$ cat config.mk
export PLATFORM = sky130hd
export DESIGN_NAME = sha1_single_block_hash
export DESIGN_NICKNAME = d
export VERILOG_FILES = /design/src/hdl/sha1sb_pkg.sv /design/src/hdl/sha1_single_block_hash.sv /design/src/hdl/sha1sb_ram.sv /design/src/hdl/sha1sb_front.sv /design/src/hdl/sha1sb_queue.sv /design/src/hdl/sha1sb_back.sv
export SDC_FILE = /design/constraint.sdc
export NUM_CORES = 2
export LEC_CHECK = 0
export BUFFER_PORTS_ARGS = -buffer_cell sky130_fd_sc_hd__buf_2
export CAP_MARGIN = 20
export CORE_MARGIN = 2
export CORE_UTILIZATION = 50
export CTS_CLUSTER_DIAMETER = 200
export DETAILED_ROUTE_END_ITERATION = 10
export HOLD_SLACK_MARGIN = 0.1
export PLACE_DENSITY = 0.76
export SETUP_SLACK_MARGIN = 0.05
export SLEW_MARGIN = 20
export SYNTH_ARGS = -nofsm -noshare
export SYNTH_HDL_FRONTEND = slang
export SYNTH_SLANG_ARGS = --single-unit
$ cat constraint.sdc
create_clock -name clk -period 29 [get_ports clk]
set_input_delay 2.9 -clock clk [delete_from_list [all_inputs] [get_ports clk]]
set_output_delay 2.9 -clock clk [all_outputs]
set_load 0.01 [all_outputs]
$ cat src/hdl/sha1sb_pkg.sv
// shared types, constants and helper functions for the single-block sha-1 hasher
// used by every module of the block except sha1sb_ram, depends on nothing

package sha1sb_pkg;

  // message buffer geometry
  localparam int BUF_BYTES  = 55;
  localparam int WORD_BITS  = 32;
  localparam int SLOT_BITS  = 4;                  // 16 word slots per bank
  localparam int RAM_AW     = SLOT_BITS + 1;      // bank bit on top
  localparam int RAM_DEPTH  = 1 << RAM_AW;
  localparam int LEN_BITS   = 6;
  localparam int NUM_ROUNDS = 80;

  localparam logic [7:0] PAD_BYTE = 8'h80;

  localparam logic STATUS_OK   = 1'b0;
  localparam logic STATUS_LONG = 1'b1;

  localparam logic [2:0] LAST_WORD_IDX = 3'd4;

  typedef enum logic [1:0] {
    BK_IDLE,
    BK_LOAD,
    BK_ROUND,
    BK_EMIT
  } back_state_t;

  // one finished message waiting for the hash engine
  typedef struct packed {
    logic                bank;
    logic [LEN_BITS-1:0] len;
    logic                ovf;
  } job_t;

  typedef struct packed {
    logic                 en;
    logic [RAM_AW-1:0]    addr;
    logic [WORD_BITS-1:0] data;
  } ram_wr_t;

  function automatic logic [31:0] init_val(input logic [2:0] i);
    logic [31:0] v;
    case (i)
      3'd0:    v = 32'h67452301;
      3'd1:    v = 32'hEFCDAB89;
      3'd2:    v = 32'h98BADCFE;
      3'd3:    v = 32'h10325476;
      3'd4:    v = 32'hC3D2E1F0;
      default: v = 32'h0;
    endcase
    return v;
  endfunction

  function automatic logic [31:0] round_const(input logic [6:0] rnd);
    logic [31:0] k;
    if (rnd < 7'd20) begin
      k = 32'h5A827999;
    end else if (rnd < 7'd40) begin
      k = 32'h6ED9EBA1;
    end else if (rnd < 7'd60) begin
      k = 32'h8F1BBCDC;
    end else begin
      k = 32'hCA62C1D6;
    end
    return k;
  endfunction

  function automatic logic [31:0] round_func(input logic [6:0] rnd, input logic [31:0] b,
                                             input logic [31:0] c, input logic [31:0] d);
    logic [31:0] f;
    if (rnd < 7'd20) begin
      f = (b & c) | (~b & d);
    end else if (rnd < 7'd40) begin
      f = b ^ c ^ d;
    end else if (rnd < 7'd60) begin
      f = (b & c) | (b & d) | (c & d);
    end else begin
      f = b ^ c ^ d;
    end
    return f;
  endfunction

endpackage

$ cat src/hdl/sha1_single_block_hash.sv
// top level of the single-block sha-1 hasher
// instantiates sha1sb_front, sha1sb_ram, sha1sb_queue and sha1sb_back; uses sha1sb_pkg
//
// usage:
//  - input channel: one message byte per item on in_data_byte, taken at a rising edge
//    with start high and busy low; in_last_byte high marks the final byte of a message
//  - a message of 1 to 55 bytes yields five result items, digest words 0 to 4, most
//    significant first, on consecutive cycles, final_word high on the fifth
//  - a longer message yields one result item: digest word 0, index 0, final_word and
//    status high; bytes past the 55th are dropped
//  - each result is shown for exactly one cycle with out_strobe high; the receiver
//    cannot stall, so no backpressure exists on the result side
// timing:
//  - the front end takes one byte per cycle unless busy; bytes go into one of two ram banks
//  - a finished message waits in a two-entry queue for the hash engine, which picks it
//    up, loads the block through the registered ram read, runs the 80 rounds and emits
//    the five words; an error result skips the load and the rounds and is emitted
//    straight from the idle state when the engine is free
//  - while the engine works the front end keeps taking the next message; busy is high
//    only when both banks hold messages not yet loaded by the engine
// reset: rst_n low clears the byte count, queue and engine state; no clearing pass

module sha1_single_block_hash (
  input  logic        clk,
  input  logic        rst_n,
  input  logic        start,
  output logic        busy,
  input  logic [7:0]  in_data_byte,
  input  logic        in_last_byte,
  output logic        out_strobe,
  output logic [31:0] out_digest_word,
  output logic [2:0]  out_word_index,
  output logic        out_final_word,
  output logic        out_status
);

  sha1sb_pkg::ram_wr_t                ram_wr;
  sha1sb_pkg::job_t                   push_job;
  sha1sb_pkg::job_t                   head_job;
  logic                               push;
  logic                               pop;
  logic                               q_valid;
  logic                               q_full;
  logic [sha1sb_pkg::RAM_AW-1:0]      raddr;
  logic [sha1sb_pkg::WORD_BITS-1:0]   rdata;

  // busy only when no bank is free for a new message
  assign busy = q_full;

  sha1sb_front u_front (
    .clk       (clk),
    .rst_n     (rst_n),
    .start     (start),
    .q_full    (q_full),
    .data_byte (in_data_byte),
    .last_byte (in_last_byte),
    .ram_wr    (ram_wr),
    .push      (push),
    .job       (push_job)
  );

  // message buffer: two banks of sixteen 32-bit word slots
  sha1sb_ram #(
    .WIDTH (sha1sb_pkg::WORD_BITS),
    .DEPTH (sha1sb_pkg::RAM_DEPTH)
  ) u_buf (
    .clk   (clk),
    .we    (ram_wr.en),
    .waddr (ram_wr.addr),
    .wdata (ram_wr.data),
    .raddr (raddr),
    .rdata (rdata)
  );

  sha1sb_queue u_queue (
    .clk      (clk),
    .rst_n    (rst_n),
    .push     (push),
    .push_job (push_job),
    .pop      (pop),
    .valid    (q_valid),
    .full     (q_full),
    .head     (head_job)
  );

  sha1sb_back u_back (
    .clk         (clk),
    .rst_n       (rst_n),
    .job_valid   (q_valid),
    .job         (head_job),
    .pop         (pop),
    .raddr       (raddr),
    .rdata       (rdata),
    .strobe      (out_strobe),
    .digest_word (out_digest_word),
    .word_index  (out_word_index),
    .final_word  (out_final_word),
    .status      (out_status)
  );

endmodule

$ cat src/hdl/sha1sb_ram.sv
// generic simple dual-port ram, one write and one registered read port
// standalone, no package dependency

module sha1sb_ram #(
  parameter int WIDTH = 32,
  parameter int DEPTH = 32
) (
  input  logic                     clk,
  input  logic                     we,
  input  logic [$clog2(DEPTH)-1:0] waddr,
  input  logic [WIDTH-1:0]         wdata,
  input  logic [$clog2(DEPTH)-1:0] raddr,
  output logic [WIDTH-1:0]         rdata
);

  logic [WIDTH-1:0] mem_r [DEPTH];
  logic [WIDTH-1:0] rdata_r;

  always_ff @(posedge clk) begin
    if (we) begin
      mem_r[waddr] <= wdata;
    end
    rdata_r <= mem_r[raddr];
  end

  assign rdata = rdata_r;

endmodule

$ cat src/hdl/sha1sb_front.sv
// front end: takes message bytes, packs them big-endian into words in the buffer ram
// and hands each finished message to the job queue; depends on sha1sb_pkg

module sha1sb_front (
  input  logic                 clk,
  input  logic                 rst_n,
  input  logic                 start,
  input  logic                 q_full,
  input  logic [7:0]           data_byte,
  input  logic                 last_byte,
  output sha1sb_pkg::ram_wr_t  ram_wr,
  output logic                 push,
  output sha1sb_pkg::job_t     job
);

  logic [sha1sb_pkg::LEN_BITS-1:0]  cnt_r, cnt_nxt;
  logic                             ovf_r, ovf_nxt;
  logic                             bank_r, bank_nxt;
  logic [sha1sb_pkg::WORD_BITS-1:0] word_r, word_nxt;

  logic        accept;
  logic        stored;
  logic [1:0]  lane;
  logic [31:0] base;
  logic [31:0] ins;
  logic [31:0] pad;

  assign accept = start & ~q_full;
  assign stored = (cnt_r != sha1sb_pkg::LEN_BITS'(sha1sb_pkg::BUF_BYTES));
  assign lane   = cnt_r[1:0];
  assign base   = (lane == 2'd0) ? 32'h0 : word_r;

  always_comb begin
    case (lane)
      2'd0:    ins = {data_byte, 24'h0};
      2'd1:    ins = {base[31:24], data_byte, 16'h0};
      2'd2:    ins = {base[31:16], data_byte, 8'h0};
      default: ins = {base[31:8], data_byte};
    endcase
    // pad marker goes into the lane after the last byte, if that lane is in this word
    case (lane)
      2'd0:    pad = {8'h0, sha1sb_pkg::PAD_BYTE, 16'h0};
      2'd1:    pad = {16'h0, sha1sb_pkg::PAD_BYTE, 8'h0};
      2'd2:    pad = {24'h0, sha1sb_pkg::PAD_BYTE};
      default: pad = 32'h0;
    endcase
  end

  always_comb begin
    cnt_nxt     = cnt_r;
    ovf_nxt     = ovf_r;
    bank_nxt    = bank_r;
    word_nxt    = word_r;
    ram_wr.en   = 1'b0;
    ram_wr.addr = {bank_r, cnt_r[5:2]};
    ram_wr.data = last_byte ? (ins | pad) : ins;
    push        = 1'b0;
    job.bank    = bank_r;
    job.len     = stored ? (cnt_r + 1'b1) : cnt_r;
    job.ovf     = ovf_r | ~stored;
    if (accept) begin
      if (stored) begin
        word_nxt  = ins;
        cnt_nxt   = cnt_r + 1'b1;
        ram_wr.en = (lane == 2'd3) | last_byte;
      end else begin
        ovf_nxt = 1'b1;
      end
      if (last_byte) begin
        push     = 1'b1;
        cnt_nxt  = '0;
        ovf_nxt  = 1'b0;
        bank_nxt = ~bank_r;
      end
    end
  end

  always_ff @(posedge clk) begin
    if (!rst_n) begin
      cnt_r  <= '0;
      ovf_r  <= 1'b0;
      bank_r <= 1'b0;
    end else begin
      cnt_r  <= cnt_nxt;
      ovf_r  <= ovf_nxt;
      bank_r <= bank_nxt;
    end
    word_r <= word_nxt;
  end

endmodule

$ cat src/hdl/sha1sb_queue.sv
// two-entry job queue between front end and hash engine, one entry per buffer bank
// depends on sha1sb_pkg

module sha1sb_queue (
  input  logic             clk,
  input  logic             rst_n,
  input  logic             push,
  input  sha1sb_pkg::job_t push_job,
  input  logic             pop,
  output logic             valid,
  output logic             full,
  output sha1sb_pkg::job_t head
);

  sha1sb_pkg::job_t q_r [2];
  logic             wp_r, wp_nxt;
  logic             rp_r, rp_nxt;
  logic [1:0]       cnt_r, cnt_nxt;

  assign valid = (cnt_r != 2'd0);
  assign full  = (cnt_r == 2'd2);
  assign head  = q_r[rp_r];

  always_comb begin
    wp_nxt  = push ? ~wp_r : wp_r;
    rp_nxt  = pop ? ~rp_r : rp_r;
    cnt_nxt = cnt_r + {1'b0, push} - {1'b0, pop};
  end

  always_ff @(posedge clk) begin
    if (!rst_n) begin
      wp_r  <= 1'b0;
      rp_r  <= 1'b0;
      cnt_r <= '0;
    end else begin
      wp_r  <= wp_nxt;
      rp_r  <= rp_nxt;
      cnt_r <= cnt_nxt;
    end
    if (push) begin
      q_r[wp_r] <= push_job;
    end
  end

endmodule

$ cat src/hdl/sha1sb_back.sv
// hash engine: loads the padded block from the buffer ram, runs 80 sha-1 rounds
// and emits the five digest words or one error result; depends on sha1sb_pkg

module sha1sb_back (
  input  logic                             clk,
  input  logic                             rst_n,
  input  logic                             job_valid,
  input  sha1sb_pkg::job_t                 job,
  output logic                             pop,
  output logic [sha1sb_pkg::RAM_AW-1:0]    raddr,
  input  logic [sha1sb_pkg::WORD_BITS-1:0] rdata,
  output logic                             strobe,
  output logic [31:0]                      digest_word,
  output logic [2:0]                       word_index,
  output logic                             final_word,
  output logic                             status
);

  sha1sb_pkg::back_state_t state_r, state_nxt;

  logic [4:0]  ld_cnt_r, ld_cnt_nxt;
  logic [6:0]  rnd_r, rnd_nxt;
  logic [2:0]  idx_r, idx_nxt;
  logic [31:0] a_r, b_r, c_r, d_r, e_r;
  logic [31:0] a_nxt, b_nxt, c_nxt, d_nxt, e_nxt;
  logic [31:0] w_r [16];
  logic [31:0] w_nxt [16];

  logic        vld_r, vld_nxt;
  logic [31:0] word_r, word_nxt;
  logic [2:0]  oidx_r, oidx_nxt;
  logic        fin_r, fin_nxt;
  logic        stat_r, stat_nxt;

  logic [3:0]  ld_slot;
  logic [6:0]  nwords;
  logic [31:0] ld_word;
  logic [31:0] sched_x;
  logic [31:0] sched_new;
  logic [31:0] tmp;
  logic [31:0] var_sel;

  assign raddr   = {job.bank, ld_cnt_r[3:0]};
  assign ld_slot = 4'(ld_cnt_r - 5'd1);
  assign nwords  = ({1'b0, job.len} + 7'd3) >> 2;

  // padded block word: message, marker word if len%4 == 0, zeros, bit length last
  always_comb begin
    if ({3'b0, ld_slot} < nwords) begin
      ld_word = rdata;
    end else if (({3'b0, ld_slot} == nwords) && (job.len[1:0] == 2'd0)) begin
      ld_word = {sha1sb_pkg::PAD_BYTE, 24'h0};
    end else if (ld_slot == 4'd15) begin
      ld_word = {23'h0, job.len, 3'b000};
    end else begin
      ld_word = 32'h0;
    end
  end

  assign sched_x   = w_r[13] ^ w_r[8] ^ w_r[2] ^ w_r[0];
  assign sched_new = {sched_x[30:0], sched_x[31]};
  assign tmp = {a_r[26:0], a_r[31:27]} + sha1sb_pkg::round_func(rnd_r, b_r, c_r, d_r)
               + e_r + w_r[0] + sha1sb_pkg::round_const(rnd_r);

  always_comb begin
    case (idx_r)
      3'd0:    var_sel = a_r;
      3'd1:    var_sel = b_r;
      3'd2:    var_sel = c_r;
      3'd3:    var_sel = d_r;
      default: var_sel = e_r;
    endcase
  end

  always_comb begin
    state_nxt  = state_r;
    ld_cnt_nxt = ld_cnt_r;
    rnd_nxt    = rnd_r;
    idx_nxt    = idx_r;
    a_nxt      = a_r;
    b_nxt      = b_r;
    c_nxt      = c_r;
    d_nxt      = d_r;
    e_nxt      = e_r;
    for (int i = 0; i < 16; i++) begin
      w_nxt[i] = w_r[i];
    end
    vld_nxt  = 1'b0;
    word_nxt = word_r;
    oidx_nxt = oidx_r;
    fin_nxt  = fin_r;
    stat_nxt = stat_r;
    pop      = 1'b0;
    case (state_r)
      sha1sb_pkg::BK_IDLE: begin
        if (job_valid) begin
          if (job.ovf) begin
            vld_nxt  = 1'b1;
            word_nxt = 32'h0;
            oidx_nxt = 3'd0;
            fin_nxt  = 1'b1;
            stat_nxt = sha1sb_pkg::STATUS_LONG;
            pop      = 1'b1;
          end else begin
            ld_cnt_nxt = '0;
            state_nxt  = sha1sb_pkg::BK_LOAD;
          end
        end
      end
      sha1sb_pkg::BK_LOAD: begin
        if (ld_cnt_r != 5'd0) begin
          for (int i = 0; i < 15; i++) begin
            w_nxt[i] = w_r[i+1];
          end
          w_nxt[15] = ld_word;
        end
        if (ld_cnt_r == 5'd16) begin
          pop       = 1'b1;
          rnd_nxt   = '0;
          a_nxt     = sha1sb_pkg::init_val(3'd0);
          b_nxt     = sha1sb_pkg::init_val(3'd1);
          c_nxt     = sha1sb_pkg::init_val(3'd2);
          d_nxt     = sha1sb_pkg::init_val(3'd3);
          e_nxt     = sha1sb_pkg::init_val(3'd4);
          state_nxt = sha1sb_pkg::BK_ROUND;
        end else begin
          ld_cnt_nxt = ld_cnt_r + 5'd1;
        end
      end
      sha1sb_pkg::BK_ROUND: begin
        a_nxt = tmp;
        b_nxt = a_r;
        c_nxt = {b_r[1:0], b_r[31:2]};
        d_nxt = c_r;
        e_nxt = d_r;
        for (int i = 0; i < 15; i++) begin
          w_nxt[i] = w_r[i+1];
        end
        w_nxt[15] = sched_new;
        if (rnd_r == 7'(sha1sb_pkg::NUM_ROUNDS - 1)) begin
          idx_nxt   = '0;
          state_nxt = sha1sb_pkg::BK_EMIT;
        end else begin
          rnd_nxt = rnd_r + 7'd1;
        end
      end
      sha1sb_pkg::BK_EMIT: begin
        vld_nxt  = 1'b1;
        word_nxt = sha1sb_pkg::init_val(idx_r) + var_sel;
        oidx_nxt = idx_r;
        fin_nxt  = (idx_r == sha1sb_pkg::LAST_WORD_IDX);
        stat_nxt = sha1sb_pkg::STATUS_OK;
        if (idx_r == sha1sb_pkg::LAST_WORD_IDX) begin
          state_nxt = sha1sb_pkg::BK_IDLE;
        end else begin
          idx_nxt = idx_r + 3'd1;
        end
      end
      default: begin
        state_nxt = sha1sb_pkg::BK_IDLE;
      end
    endcase
  end

  always_ff @(posedge clk) begin
    if (!rst_n) begin
      state_r <= sha1sb_pkg::BK_IDLE;
      vld_r   <= 1'b0;
    end else begin
      state_r <= state_nxt;
      vld_r   <= vld_nxt;
    end
    ld_cnt_r <= ld_cnt_nxt;
    rnd_r    <= rnd_nxt;
    idx_r    <= idx_nxt;
    a_r      <= a_nxt;
    b_r      <= b_nxt;
    c_r      <= c_nxt;
    d_r      <= d_nxt;
    e_r      <= e_nxt;
    for (int i = 0; i < 16; i++) begin
      w_r[i] <= w_nxt[i];
    end
    word_r <= word_nxt;
    oidx_r <= oidx_nxt;
    fin_r  <= fin_nxt;
    stat_r <= stat_nxt;
  end

  assign strobe      = vld_r;
  assign digest_word = word_r;
  assign word_index  = oidx_r;
  assign final_word  = fin_r;
  assign status      = stat_r;

endmodule

# == Word level (Yosys, flattened, before mapping) ==
# Memory sizes are Yosys's and may differ from the RTL's. A register that Yosys moved wholly into a read port is not among the register bits.
# Cells that the tools add are included.
# word_totals
output_inout_bits,39
mem_count,3
reg_bits,259
mem_bits_rw,1552
word_cells,181
inputBits,12
# op_classes
n_bitwise,22
order_cmp,4
n_addsub,13
n_reduce_logical,20
mux,72
n_eq_ne,26
# memory_table
name,depth,word_bits,rd,rd_clocked_by_memory_dff,write_ports,line,source
u_buf.mem_r,32,32,1,1,1,sha1sb_ram.sv:16,logic [WIDTH-1:0] mem_r [DEPTH];
u_back.w_r,16,32,16,0,16,sha1sb_back.sv:26,logic [31:0] w_r [16];
u_queue.q_r,2,8,1,1,1,sha1sb_queue.sv:15,sha1sb_pkg::job_t q_r [2];
# ops
cell,n
512-bit one-hot mux with 2 select lines,1
32-bit 2-to-1 mux,16
512-bit 2-to-1 mux,1
32-bit one-hot mux with 2 select lines,6
32-bit adder,5
32-bit one-hot mux with 5 select lines,1
32-bit bitwise XOR,5
32-bit AND,4
32-bit one-hot mux with 4 select lines,1
32-bit bitwise OR,3
32-bit one-hot mux with 3 select lines,1
24-bit one-hot mux with 3 select lines,1
32-bit inverter,1
32-bit by 24-bit bitwise OR with 32-bit output,1
31-bit 2-to-1 mux,1
1-bit 2-to-1 mux,17
5-bit 2-to-1 mux,3
7-bit by 6-bit < comparator with 1-bit output (second input constant),2
7-bit 2-to-1 mux,2
2-bit != test (second input constant),7
7-bit one-hot mux with 2 select lines,1
3-bit 2-to-1 mux,4
6-bit 2-to-1 mux,2
3-bit one-hot mux with 2 select lines,2
other kinds (38),69

# == Logic depth before layout (Yosys ltp) ==
# logic_depth
word_depth,11
mapped_depth,25
mapped_depth_nobuf,23

# == Modules after synthesis ==
# A second synthesis with hierarchy kept.
# unflattened
cells_unflattened,4732
hier_area_um2,76044.2
# modules_own_cells
module,seq_area_each_um2,instances,cells_each,area_each_um2
sha1sb_ram,31390.1,1,2260,40492.6
sha1sb_back,21800.9,1,2235,32824.0
sha1sb_front,880.8,1,191,1924.3
sha1sb_queue,580.6,1,46,803.3

# == Worst setup path after synthesis ==
# Ideal clock, no wire load.
# synth_timing
path_type,register -> register
from,register u_back.state_r[1] (netlist name)
to,"memory u_back.w_r[0][0], enable pin"
required_ps,27307
setup_ps,1693
path_slack_ps,-910
path_buffers,1
stages_incl_launch_ff,5
arrival_time_ps,28217
path_cell_list,dfxtp_1 -> inv_1 -> ha_1 -> clkbuf_1 -> a31oi_1
# synth_lines
element,line
to (decl),sha1sb_back.sv:26

# == Worst setup path in the final report ==
# layout_timing
from,register u_back.rnd_r[3]
to,register u_back.a_r[30] (data pin)
# layout_via
elab_chain_cells,9
word_cells_on_any_way,14
cone_classes,add/sub: 4; order compare: 3; mux: 7
# layout_rtl
element,line,source
from (decl),sha1sb_back.sv:22,"logic [6:0] rnd_r, rnd_nxt;"
from (signal assigned),sha1sb_back.sv:174,rnd_r <= rnd_nxt;
7-bit by 6-bit < comparator with 1-bit output,"sha1sb_pkg.sv:61, sha1sb_pkg.sv:76",
32-bit 2-to-1 mux,sha1sb_pkg.sv:76,end else if (rnd < 7'd60) begin
32-bit 2-to-1 mux,sha1sb_pkg.sv:74,end else if (rnd < 7'd40) begin
32-bit 2-to-1 mux,sha1sb_pkg.sv:72,if (rnd < 7'd20) begin
32-bit adder,sha1sb_back.sv:62,"assign tmp = {a_r[26:0], a_r[31:27]} + sha1sb_pkg::round_func(rnd_r, b_r, c_r, d_r)"
32-bit adder (2 in a row),sha1sb_back.sv:63,+ e_r + w_r[0] + sha1sb_pkg::round_const(rnd_r);
32-bit adder *,sha1sb_back.sv:63,
32-bit one-hot mux with 2 select lines *,sha1sb_back.sv:94,case (state_r)
to (signal assigned),sha1sb_back.sv:176,a_r <= a_nxt;
to (decl),sha1sb_back.sv:24,"logic [31:0] a_r, b_r, c_r, d_r, e_r;"
# Mark *: on every way between the ends. The rest lies on a longest branch, timed or not.
# A chain may end at the register's enable or synchronous reset.

==> flow_summary.json <==
{
  "crit_path_top_delay_cell": "fa_1",
  "rsz0062_at_grt": "false",
  "path_buf_inv": 6,
  "clk_pin_slew_ns": 0.06,
  "n_antenna_cell": 0,
  "p_leak_uw": 0.0273,
  "ys_async_sr_fraction_pct": 0,
  "cts-buffers-inserted": 175,
  "synth_nets": 4171,
  "drt_iter0_drc": 4647,
  "syn-instance-count": 3946,
  "viasPerCell": 6.05,
  "fin_setup_tns_ns": 0,
  "clock.fmax_ghz": 0.137,
  "p_total_uw": 10100,
  "remaining_drc_errors": 0,
  "ios": 51,
  "io_buffers": 50,
  "start_util_pct": 50.5,
  "p_per_area_nw_per_um2": 121,
  "hold_path_class": "flip-flop to flip-flop",
  "tritoncts": "yes",
  "grt.total_usage_pct": 22.0,
  "syn_area_per_cell_um2": 19.0,
  "crit_cells": 23,
  "status": "complete, no violations",
  "worst_slew_pin_slew_ns": 1.15,
  "cpPeakStageDelay_ns": 0.54,
  "overflow": 0,
  "drv_cap": 0,
  "die_h_um": 391,
  "grt_pass1_vias": 37000,
  "ant_nets": 0,
  "ys_seq_area_share_pct": 73.0,
  "setup_viol": 0,
  "syn_to_final_growth_pct": 11.5,
  "hpwl_mm": 94.6,
  "ys_warn_count": 0,
  "n_fill_cell": 10800,
  "syn_area_um2": 74900,
  "fin_crit_sh_pct": 25.1,
  "cts.path.max_buffers": 3,
  "hold_depth": 0,
  "worstSetupPathType": "flip-flop to flip-flop",
  "nNetsFinal": 4304,
  "relSlewSlack_pct": 23.6,
  "worstSkewPairLatency_ns": 0.82,
  "crit_path_start_kind": "flip-flop",
  "endpoint_kind": "flip-flop",
  "root_buffer": "clkbuf_16",
  "synth_cell_type_count": 74,
  "final_common_cell": "edfxtp_1",
  "rows": 141,
  "grt_pass1_wl_mm": 246,
  "grt_start_max_net_pins": 206,
  "synth_enable_flop_cells": 1788,
  "vdd_drop_max_mv": 0.135,
  "placed_area_um2": 77700,
  "drive_gt1_share_pct": 19.4,
  "grt_antenna_before_repair": 7,
  "maxSlewViolCount": 0,
  "path_cells": "and4_1 -> nor2_2 -> inv_2 -> nor2_1 -> inv_2 -> nand2b_1 -> buf_4 -> o221ai_1 -> fa_1 -> inv_1 -> fa_1 -> inv_1 -> fa_1 -> inv_1 -> ha_1 -> a21oi_1 -> o22ai_1 -> or4_4 -> a311oi_4 -> a21oi_2 -> a21o_1 -> a31oi_1 -> mux2_1",
  "hold_viol": 0,
  "design.core.area_um2": 148000,
  "synth-seq-cells": 1836,
  "die_w_um": 391,
  "cts_hold_buffers": 0,
  "finalCriticalPeriod_ns": 7.29,
  "place_congestion": 0.900,
  "fin_area_um2": 83400,
  "path_delay_family": "adder cells",
  "vias": 37300,
  "fin_util_pct": 56.3,
  "htree_num_levels": 4,
  "arrival_ns": 7.85,
  "mostFrequentLayoutCells": "edfxtp_1, mux4_2, clkbuf_16, inv_1, nand2_1",
  "ctsResizeCount": 0,
  "routed_wirelength_mm": 167,
  "first_pass_iters": 6,
  "wl_per_cell_um": 27.1,
  "r2r_slack_ns": 21.71,
  "cts_setup_buffers": 0,
  "numClockSinks": 1836,
  "reg2regPathDepth": 23,
  "required_ns": 29.56,
  "crit_fanout": 35,
  "ys.flop_type": "edfxtp_1",
  "die-area_um2": 153000,
  "skew_ns": 0.0635
}
## path summary, 6_finish.rpt
check	from	endpoint
setup / recovery	u_back.rnd_r[3]	u_back.a_r[30]
hold / removal	u_back.w_r[4][0]	u_back.w_r[3][0]
setup reg to reg	u_back.rnd_r[3]	u_back.a_r[30]
hold reg to reg	u_back.w_r[4][0]	u_back.w_r[3][0]
## metrics by stage
stage               instances  hold WS (ns)  worst slack [ns]
floorplan                3946         0.400             11.24
global placement         5830         0.401             21.85
detailed placement       5830         0.405             21.77
CTS                      6155         0.397             21.73
global route             6157         0.403             21.42
finish                   6157         0.402             21.71
## registers in the layout, summed over array words and instances, names as in the netlist, 3 cells and up, named ones only
register / count
u_buf.mem_r: 1024
u_back.d_r: 32
u_front.word_r: 24
u_buf.rdata: 32
u_back.digest_word: 32
u_back.e_r: 32
u_back.word_index: 3
u_back.c_r: 32
u_back.ld_cnt_r: 5
u_back.rnd_r: 7
u_back.b_r: 32
u_back.idx_r: 3
u_queue.q_r: 16
u_back.w_r: 512
u_front.cnt_r: 6
u_back.a_r: 32
## report_power, final
part	internal [uW]	leakage, uW	switching [uW]
clock	1240	0.00273	1000
combinational	1730	0.00797	2390
sequential	3560	0.0166	210
total	6520	0.0273	3600
## metal layers
layer / global-route usage, % / wire [um] / up-vias
met5: 0 / 46 / -
met4: 7.11 / 5030 / 6
met1: 30.4 / 66000 / 19400
met3: 3.84 / 13400 / 344
li1: - / - / 15700
met2: 35.8 / 82600 / 1798
## synth_stat cells (all sizes together) (4+ instances only)
| library cell | instances | area share, % |
|---|---|---|
| a211oi | 19 | 0.19 |
| nand2 | 137 | 0.69 |
| o21ai | 69 | 0.46 |
| dfxtp | 48 | 1.3 |
| or3 | 6 | 0.050 |
| and3 | 21 | 0.18 |
| ha | 93 | 1.6 |
| o221ai | 10 | 0.12 |
| and2 | 88 | 0.74 |
| o22ai | 4 | 0.033 |
| o31ai | 4 | 0.047 |
| xor2 | 51 | 0.60 |
| mux2i | 40 | 0.53 |
| a22oi | 72 | 0.72 |
| nor3b | 4 | 0.047 |
| buf | 42 | 0.26 |
| o21a | 41 | 0.41 |
| o21bai | 7 | 0.070 |
| a21oi | 70 | 0.48 |
| or2 | 5 | 0.042 |
| a31oi | 8 | 0.067 |
| edfxtp | 1788 | 72 |
| nand3b | 4 | 0.040 |
| mux2 | 36 | 0.55 |
| fa | 120 | 3.2 |
| nor2 | 131 | 0.66 |
| clkbuf | 122 | 0.61 |
| nor3 | 26 | 0.18 |
| inv | 178 | 0.89 |
| o221a | 24 | 0.37 |
| nor2b | 25 | 0.21 |
| mux4 | 320 | 9.6 |
| nand2b | 85 | 0.71 |
| nand3 | 47 | 0.31 |
| xnor2 | 109 | 1.3 |
| a21o | 25 | 0.25 |
| o211ai | 4 | 0.040 |
| a22o | 24 | 0.28 |
## layout make-up
| cell class | instances | area (um^2) | share of cell area [%] |
|---|---|---|---|
| tap | 1930 | 2410 | 2.89 |
| clock inverter | 96 | 955 | 1.14 |
| sequential | 1836 | 54700 | 65.5 |
| clock buffer | 229 | 4690 | 5.62 |
| multi-input combinational | 1767 | 19200 | 23.0 |
| inverter | 179 | 672 | 0.805 |
| timing repair buffer | 120 | 831 | 0.996 |
## logic make-up (layout without fill, tap and decap cells)
logic type / Yosys count / in the layout / share of synthesized area, %
AOI/OAI and AO/OA: 405 / 405 / 3.87
xor gates and xnor gates: 160 / 160 / 1.87
adders and majority gates: 213 / 213 / 4.76
buffers and inverters: 343 / 624 / 1.77
DFF: 1836 / 1836 / 73.0
muxes: 396 / 396 / 10.7
and+or+nand+nor: 593 / 593 / 4.01
No activity file was read; power rests on OpenSTA's default activity.
